File: src/hdl/sit_pkg.sv
// Shared types and constants of the sorted integer-key table.
// Used by the channel interfaces, the entry store, the controller and the top level.
package sit_pkg;

  localparam int DEPTH     = 256;
  localparam int PTR_W     = $clog2(DEPTH);
  localparam int CNT_W     = $clog2(DEPTH + 1);
  localparam int POS_W     = $clog2(DEPTH + 2);
  localparam int KEY_W     = 32;
  localparam int VAL_W     = 32;
  localparam int STAT_W    = 3;
  localparam int POS_OUT_W = 9;
  localparam int CNT_OUT_W = 9;

  typedef enum logic {
    FN_SET    = 1'b0,
    FN_LOOKUP = 1'b1
  } func_t;

  typedef enum logic [STAT_W-1:0] {
    ST_HIT      = 3'd0,
    ST_MISS     = 3'd1,
    ST_INSERTED = 3'd2,
    ST_REPLACED = 3'd3,
    ST_DELETED  = 3'd4,
    ST_FULL     = 3'd5
  } status_t;

  typedef struct packed {
    logic             nothing;
    logic [VAL_W-1:0] value;
    logic [KEY_W-1:0] key;
  } entry_t;

  typedef struct packed {
    logic             rd_en;
    logic [PTR_W-1:0] rd_addr;
    logic             wr_en;
    logic [PTR_W-1:0] wr_addr;
    entry_t           wr_data;
  } mem_req_t;

endpackage

File: src/hdl/sit_in_if.sv
// Request channel of the sorted integer-key table: valid/ready plus the request fields.
// Depends on sit_pkg.
interface sit_in_if;
  import sit_pkg::*;

  logic                     valid;
  logic                     ready;
  func_t                    func;
  logic signed [KEY_W-1:0]  key;
  logic [VAL_W-1:0]         write_value;
  logic                     value_is_nothing;

  modport source (output valid, func, key, write_value, value_is_nothing, input ready);
  modport sink   (input valid, func, key, write_value, value_is_nothing, output ready);
endinterface

File: src/hdl/sit_out_if.sv
// Result channel of the sorted integer-key table: valid/ready plus the result fields.
// Depends on sit_pkg.
interface sit_out_if;
  import sit_pkg::*;

  logic                 valid;
  logic                 ready;
  status_t              status;
  logic [POS_OUT_W-1:0] position;
  logic [VAL_W-1:0]     read_value;
  logic                 read_is_nothing;
  logic [CNT_OUT_W-1:0] entry_count;

  modport source (output valid, status, position, read_value, read_is_nothing, entry_count,
                  input ready);
  modport sink   (input valid, status, position, read_value, read_is_nothing, entry_count,
                  output ready);
endinterface

File: src/hdl/sit_ctrl.sv
// Controller: binary search over the entry store, then replace, delete or insert,
// moving entries one per cycle, and the output register. Depends on sit_pkg and the
// channel interfaces.
module sit_ctrl (
  input  logic                     clk,
  input  logic                     rst_n,
  sit_in_if.sink                   in_ch,
  sit_out_if.source                out_ch,
  output sit_pkg::mem_req_t        mem_req,
  input  sit_pkg::entry_t          rd_data,
  output logic [sit_pkg::CNT_W-1:0] fill
);
  import sit_pkg::*;

  typedef enum logic [2:0] {
    S_IDLE,
    S_PROBE,
    S_CMP,
    S_DECIDE,
    S_SHIFT,
    S_PLACE,
    S_DONE
  } state_t;

  state_t              state_r;
  func_t               func_r;
  logic [KEY_W-1:0]    key_r;
  logic [VAL_W-1:0]    wval_r;
  logic                wnoth_r;
  logic [POS_W-1:0]    lo_r, hi_r, mid_r, pos_r;
  logic                hit_r;
  logic [VAL_W-1:0]    rval_r;
  logic                rnoth_r;
  status_t             status_r;
  logic [CNT_W-1:0]    fill_r;
  logic [PTR_W-1:0]    src_r, pend_addr_r;
  logic [POS_W-1:0]    rem_r;
  logic                pend_r;
  logic                is_del_r;

  logic                 out_valid_r;
  status_t              out_status_r;
  logic [POS_OUT_W-1:0] out_pos_r;
  logic [VAL_W-1:0]     out_val_r;
  logic                 out_noth_r;
  logic [CNT_OUT_W-1:0] out_cnt_r;

  logic [POS_W:0]   sum_w;
  logic [POS_W-1:0] mid_nxt;
  logic             key_lt, key_gt;

  assign sum_w   = {1'b0, lo_r} + {1'b0, hi_r};
  assign mid_nxt = sum_w[POS_W:1];
  assign key_lt  = $signed(key_r) < $signed(rd_data.key);
  assign key_gt  = $signed(key_r) > $signed(rd_data.key);

  assign in_ch.ready            = (state_r == S_IDLE);
  assign out_ch.valid           = out_valid_r;
  assign out_ch.status          = out_status_r;
  assign out_ch.position        = out_pos_r;
  assign out_ch.read_value      = out_val_r;
  assign out_ch.read_is_nothing = out_noth_r;
  assign out_ch.entry_count     = out_cnt_r;
  assign fill                   = fill_r;

  always_comb begin
    mem_req = '0;
    case (state_r)
      S_PROBE: begin
        mem_req.rd_en   = (lo_r <= hi_r);
        mem_req.rd_addr = PTR_W'(mid_nxt - POS_W'(1));
      end
      S_DECIDE: begin
        // A present key with a normal value is replaced in place.
        mem_req.wr_en   = (func_r == FN_SET) && hit_r && !wnoth_r;
        mem_req.wr_addr = PTR_W'(pos_r - POS_W'(1));
        mem_req.wr_data = '{nothing: 1'b0, value: wval_r, key: key_r};
      end
      S_SHIFT: begin
        mem_req.rd_en   = (rem_r != '0);
        mem_req.rd_addr = src_r;
        mem_req.wr_en   = pend_r;
        mem_req.wr_addr = pend_addr_r;
        mem_req.wr_data = rd_data;
      end
      S_PLACE: begin
        mem_req.wr_en   = 1'b1;
        mem_req.wr_addr = PTR_W'(pos_r - POS_W'(1));
        mem_req.wr_data = '{nothing: wnoth_r, value: wval_r, key: key_r};
      end
      default: begin
        mem_req = '0;
      end
    endcase
  end

  always_ff @(posedge clk) begin
    if (!rst_n) begin
      state_r     <= S_IDLE;
      fill_r      <= '0;
      pend_r      <= 1'b0;
      out_valid_r <= 1'b0;
    end else begin
      // In S_DONE the output register is either reloaded or still held.
      if (out_ch.ready && (state_r != S_DONE)) begin
        out_valid_r <= 1'b0;
      end
      case (state_r)
        S_IDLE: begin
          if (in_ch.valid) begin
            func_r  <= in_ch.func;
            key_r   <= in_ch.key;
            wval_r  <= in_ch.write_value;
            wnoth_r <= in_ch.value_is_nothing;
            lo_r    <= POS_W'(1);
            hi_r    <= POS_W'(fill_r);
            state_r <= S_PROBE;
          end
        end
        S_PROBE: begin
          if (lo_r <= hi_r) begin
            mid_r   <= mid_nxt;
            state_r <= S_CMP;
          end else begin
            hit_r   <= 1'b0;
            pos_r   <= lo_r;
            state_r <= S_DECIDE;
          end
        end
        S_CMP: begin
          if (key_lt) begin
            hi_r    <= mid_r - POS_W'(1);
            state_r <= S_PROBE;
          end else if (key_gt) begin
            lo_r    <= mid_r + POS_W'(1);
            state_r <= S_PROBE;
          end else begin
            hit_r   <= 1'b1;
            pos_r   <= mid_r;
            rval_r  <= rd_data.value;
            rnoth_r <= rd_data.nothing;
            state_r <= S_DECIDE;
          end
        end
        S_DECIDE: begin
          pend_r <= 1'b0;
          if (func_r == FN_LOOKUP) begin
            status_r <= hit_r ? ST_HIT : ST_MISS;
            state_r  <= S_DONE;
          end else if (hit_r && wnoth_r) begin
            // Delete: entries above the hit move down one place, lowest first.
            status_r <= ST_DELETED;
            src_r    <= PTR_W'(pos_r);
            rem_r    <= POS_W'(fill_r) - pos_r;
            is_del_r <= 1'b1;
            fill_r   <= fill_r - CNT_W'(1);
            state_r  <= S_SHIFT;
          end else if (hit_r) begin
            status_r <= ST_REPLACED;
            state_r  <= S_DONE;
          end else if (fill_r >= CNT_W'(DEPTH)) begin
            status_r <= ST_FULL;
            state_r  <= S_DONE;
          end else begin
            // Insert: entries from the search point up move up one place, highest first.
            status_r <= ST_INSERTED;
            src_r    <= PTR_W'(fill_r - CNT_W'(1));
            rem_r    <= POS_W'(fill_r) - pos_r + POS_W'(1);
            is_del_r <= 1'b0;
            fill_r   <= fill_r + CNT_W'(1);
            state_r  <= S_SHIFT;
          end
        end
        S_SHIFT: begin
          if (rem_r != '0) begin
            pend_r      <= 1'b1;
            pend_addr_r <= is_del_r ? src_r - PTR_W'(1) : src_r + PTR_W'(1);
            src_r       <= is_del_r ? src_r + PTR_W'(1) : src_r - PTR_W'(1);
            rem_r       <= rem_r - POS_W'(1);
          end else begin
            pend_r <= 1'b0;
            if (!pend_r) begin
              state_r <= is_del_r ? S_DONE : S_PLACE;
            end
          end
        end
        S_PLACE: begin
          state_r <= S_DONE;
        end
        S_DONE: begin
          if (!out_valid_r || out_ch.ready) begin
            out_valid_r  <= 1'b1;
            out_status_r <= status_r;
            out_pos_r    <= POS_OUT_W'(pos_r);
            out_val_r    <= (status_r == ST_HIT) ? rval_r : '0;
            out_noth_r   <= (status_r == ST_HIT) ? rnoth_r : 1'b0;
            out_cnt_r    <= CNT_OUT_W'(fill_r);
            state_r      <= S_IDLE;
          end
        end
        default: begin
          state_r <= S_IDLE;
        end
      endcase
    end
  end

endmodule

File: src/flat_wrapper.sv
// flat-port wrapper written by rule: the top's interface ports become plain ports
module sit_ctrl_flat import sit_pkg::*;
  (clk, rst_n, mem_req, rd_data, fill, in_ch_valid, in_ch_func, in_ch_key, in_ch_write_value, in_ch_value_is_nothing, in_ch_ready, out_ch_valid, out_ch_status, out_ch_position, out_ch_read_value, out_ch_read_is_nothing, out_ch_entry_count, out_ch_ready);
  sit_in_if in_ch_i ();
  sit_out_if out_ch_i ();
  input  logic clk;
  input  logic rst_n;
  output sit_pkg::mem_req_t mem_req;
  input  sit_pkg::entry_t rd_data;
  output logic [sit_pkg::CNT_W-1:0] fill;
  input wire logic [$bits(in_ch_i.valid)-1:0] in_ch_valid;
  input wire logic [$bits(in_ch_i.func)-1:0] in_ch_func;
  input wire logic [$bits(in_ch_i.key)-1:0] in_ch_key;
  input wire logic [$bits(in_ch_i.write_value)-1:0] in_ch_write_value;
  input wire logic [$bits(in_ch_i.value_is_nothing)-1:0] in_ch_value_is_nothing;
  output wire logic [$bits(in_ch_i.ready)-1:0] in_ch_ready;
  output wire logic [$bits(out_ch_i.valid)-1:0] out_ch_valid;
  output wire logic [$bits(out_ch_i.status)-1:0] out_ch_status;
  output wire logic [$bits(out_ch_i.position)-1:0] out_ch_position;
  output wire logic [$bits(out_ch_i.read_value)-1:0] out_ch_read_value;
  output wire logic [$bits(out_ch_i.read_is_nothing)-1:0] out_ch_read_is_nothing;
  output wire logic [$bits(out_ch_i.entry_count)-1:0] out_ch_entry_count;
  input wire logic [$bits(out_ch_i.ready)-1:0] out_ch_ready;
  assign in_ch_i.valid = in_ch_valid;
  assign in_ch_i.func = in_ch_func;
  assign in_ch_i.key = in_ch_key;
  assign in_ch_i.write_value = in_ch_write_value;
  assign in_ch_i.value_is_nothing = in_ch_value_is_nothing;
  assign in_ch_ready = in_ch_i.ready;
  assign out_ch_valid = out_ch_i.valid;
  assign out_ch_status = out_ch_i.status;
  assign out_ch_position = out_ch_i.position;
  assign out_ch_read_value = out_ch_i.read_value;
  assign out_ch_read_is_nothing = out_ch_i.read_is_nothing;
  assign out_ch_entry_count = out_ch_i.entry_count;
  assign out_ch_i.ready = out_ch_ready;
  sit_ctrl u_core (.clk(clk), .rst_n(rst_n), .in_ch(in_ch_i), .out_ch(out_ch_i), .mem_req(mem_req), .rd_data(rd_data), .fill(fill));
endmodule
File: config.mk
export PLATFORM = sky130hd
export DESIGN_NAME = sit_ctrl_flat
export DESIGN_NICKNAME = d
export VERILOG_FILES = /design/src/hdl/sit_pkg.sv /design/src/hdl/sit_in_if.sv /design/src/hdl/sit_out_if.sv /design/src/hdl/sit_ctrl.sv /design/src/flat_wrapper.sv
export SDC_FILE = /design/constraint.sdc
export NUM_CORES = 1
export LEC_CHECK = 0
export BUFFER_PORTS_ARGS = -buffer_cell sky130_fd_sc_hd__buf_2
export CORE_ASPECT_RATIO = 0.7
export CORE_MARGIN = 2
export CORE_UTILIZATION = 29
export DETAILED_ROUTE_END_ITERATION = 16
export GPL_ROUTABILITY_DRIVEN = 0
export PLACE_DENSITY_LB_ADDON = 0.08
export SYNTH_ARGS = -nofsm -noshare
export SYNTH_HDL_FRONTEND = slang
export SYNTH_SLANG_ARGS = --single-unit
File: constraint.sdc
create_clock -name clk -period 11.2 [get_ports clk]
set_input_delay 0 -clock clk [delete_from_list [all_inputs] [get_ports clk]]
set_output_delay 0 -clock clk [all_outputs]
set_load 0.05 [all_outputs]
==> impl_results.md <==
- Status: complete, no violations
- Final Cycle Share: a little under a third
- Reg-to-reg slack, setup: just under 8 ns
- Gr usage total: between 10% and 20%
- Placed inst area: 14100 um2
- Slew headroom: between 20% and 30%
- Layout cells sized above 1: between 20% and 30%
- Worst min path class: input port to register
- Starting density of the core: just under 30%
- Post-CTS setup buffer count: 0
- Top Ports: about 280
- Share of the synthesized area in the top cell type: between 50% and 60%
- Final HPWL DP: approximately 28000 um
- Post-Route WL: about 37000 um
- Max-Cap Viols: 0
- CP max FO: 42
- Number of port buffers: about 280
- RSZ-0062 raised after global routing: false
- Root Buffer: clkbuf_16
- Register area: around 6900 um2
- Total iterations of the first detailed-routing run: 5
- CP required: between 10 and 15 ns
- Vias: 9352
- Placed cell count: 1862
- Largest net degree at the start of global routing: 69
- Final Hold Fails: 0
- Number of global-route vias before repair: roughly 9300
- Detailed-route DRC error count: 0
- Cell variety after synth: between 60 and 70
- Pleak: 6.53 nW
- Post-synthesis sequential area ratio: 56.7%
- Overall Power: roughly 2.1 mW
- Final Instance Area: roughly 16000 um2
- TritonCTS buffer count: 26
- Final Max Slew Viols: 0
- Final setup fails: 0
- Die Width: ~250 um
- Max Clk Rate: 287 MHz
- Yosys top cell by area: edfxtp_1
- Core area: just over 40000 um2
- Net Count, Synth: around 1300
- Routed len/inst: ~19 um
- Mapped Cells: 1079
- Final Skew: 0.0192 ns
- Setup CP Type: register to output port
- Post-synth EDFFs: around 220
- Syn. warnings: 0
- CTS Buffer Depth: 3
- Filler cells: roughly 4100
- Sink Count: between 200 and 250
- Synthesized flop and latch total: 233
- Top-count cell post-synth: edfxtp_1
- Post-layout util: 38.7%
- Top cells by area, synth: edfxtp_1 (54%), ha_1 (7.0%), nand2_1 (3.8%), o21ai_0 (3.6%), xnor2_1 (3.4%)
- Initial antenna violation count: 2
- Async set-or-reset flop fraction in the synthesized netlist: 0%
- Crit path capture type: output port
- First-pass GRT wire length: about 56000 um
- Final antenna-violating net count: 0
- Tightest Pin Transition: approximately 1.0 ns
- Grt total ovfl: 0
- Worst skew pair latency: 0.55 ns
- Setup TNS: 0 ns
- Final Non-Filler Cells: 2011
- Row cnt: 62
- IR drop worst, VDD: ~0.10 mV
- Top_reg_cell synth: edfxtp_1
- Tmin final: between 3 and 4 ns
- Avg Inst Size Synth: 11.2 um2
- Synth-to-Final Area Change: 31.4%
- Multi-input gate area: about 4800 um2
- Die Y: approximately 170 um
- Drt via density: between 4 and 5
- CTS tree: built
- DR iter-0 viols: 576
- Die ar.: ~43000 um2
- Clock-pin slew on the worst setup and hold paths: 0.07 ns
- Commonest cells post-synth: edfxtp_1 (219), nand2_1 (124), o21ai_0 (86), inv_1 (84), ha_1 (68)
- PwrDens: ~130 nW/um2
- Final net count: 1652
- Worst Setup Start Kind: register
- Cell area after synthesis: roughly 12000 um2
- CP arrival: about 3.5 ns
- H-tree Lvls: 1
## critical path, stage by stage, from the launching register on
cell and delay [ns]:
dfxtp_1 0.63, nor2b_1 0.55, nor2_1 0.16, nor2_4 0.48, buf_4 0.55, nand2_1 0.09
o21ai_0 0.11, buf_2 0.33
## through the flow
step / worst slack (ns) / hold slack, ns
final: 7.72 / 0.0622
after global routing: 7.43 / 0.0766
after CTS: 7.64 / 0.0331
after floorplan: 6.58 / 0.0989
after global placement: 7.92 / 0.176
after detailed placement: 7.90 / 0.178
## path summary, 6_finish.rpt
check                          start  depth (start not counted)                      end
hold / removal           in_ch_valid                          4        u_core.state_r[0]
hold reg to reg   u_core.status_r[0]                          0  u_core.out_ch.status[0]
setup reg to reg    u_core.key_r[21]                          8           u_core.hi_r[0]
setup / recovery   u_core.state_r[1]                          7              mem_req[17]
## metal layers
| layer | global-route usage [%] | up-vias | part of all wire [%] |
|---|---|---|---|
| met2 | 26.1 | 206 | 45 |
| met5 | 0 | - | 0 |
| met1 | 24.9 | 4461 | 48 |
| met4 | 4.57 | 0 | 2.7 |
| li1 | - | 4637 | - |
| met3 | 2.75 | 48 | 4.2 |
## where the power goes
part | leakage [nW] | total, mW | switching [mW] | internal (mW)
logic | 4.03 | 0.319 | 0.203 | 0.116
registers | 2.12 | 1.01 | 0.0233 | 0.983
clock network | 0.385 | 0.819 | 0.369 | 0.450
total | 6.53 | 2.15 | 0.595 | 1.55
## registers in the layout, summed over array words and instances (netlist names), 3 cells and up
name	count
u_core.fill	9
u_core.hi_r	9
u_core.key_r	32
u_core.lo_r	9
u_core.mid_r	9
u_core.out_ch.entry_count	9
u_core.out_ch.position	9
u_core.out_ch.read_value	32
u_core.out_ch.status	3
u_core.pend_addr_r	8
u_core.pos_r	9
u_core.rem_r	9
u_core.rval_r	32
u_core.src_r	8
u_core.state_r	3
u_core.status_r	3
u_core.wval_r	32
## repair_timing
item / 4_1_cts / 5_1_grt
hold buffers: 101 / 0
gates resized for setup: 0 / 0
endpoints found under the hold margin: 113 / 0
## kinds of logic after synthesis
family	count (synthesis)	synth area share, %
AND/OR/NAND/NOR	337	13.7
XOR/XNOR	74	5.36
flip-flops	233	56.7
buffers and inverters	135	4.21
multiplexers	5	0.424
AO/OA/AOI/OAI	225	12.3
adder cells (fa/ha/maj)	70	7.37
## cell usage in the layout (no fill, tap or decap), drive strengths merged, types with 14 or more instances in the layout
cell         instances
inv                 85
xnor2               47
nor3                24
edfxtp             219
buf                290
nor2                49
dfxtp               14
ha                  68
xor2                27
a21oi               34
clkbuf              29
a22o                34
and2                46
nand4               18
o21ai               88
nand3               22
nand2              124
dlygate4sd3        101
## layout make-up
class	count	area share, %
antenna	1	0.0157
clock buffer	29	4.16
clock inverter	18	0.850
inverter	84	1.98
multi-input combinational	711	30.0
sequential	233	43.1
tap	544	4.28
timing repair buffer	391	15.6
Power figures use the tool's default switching activity.
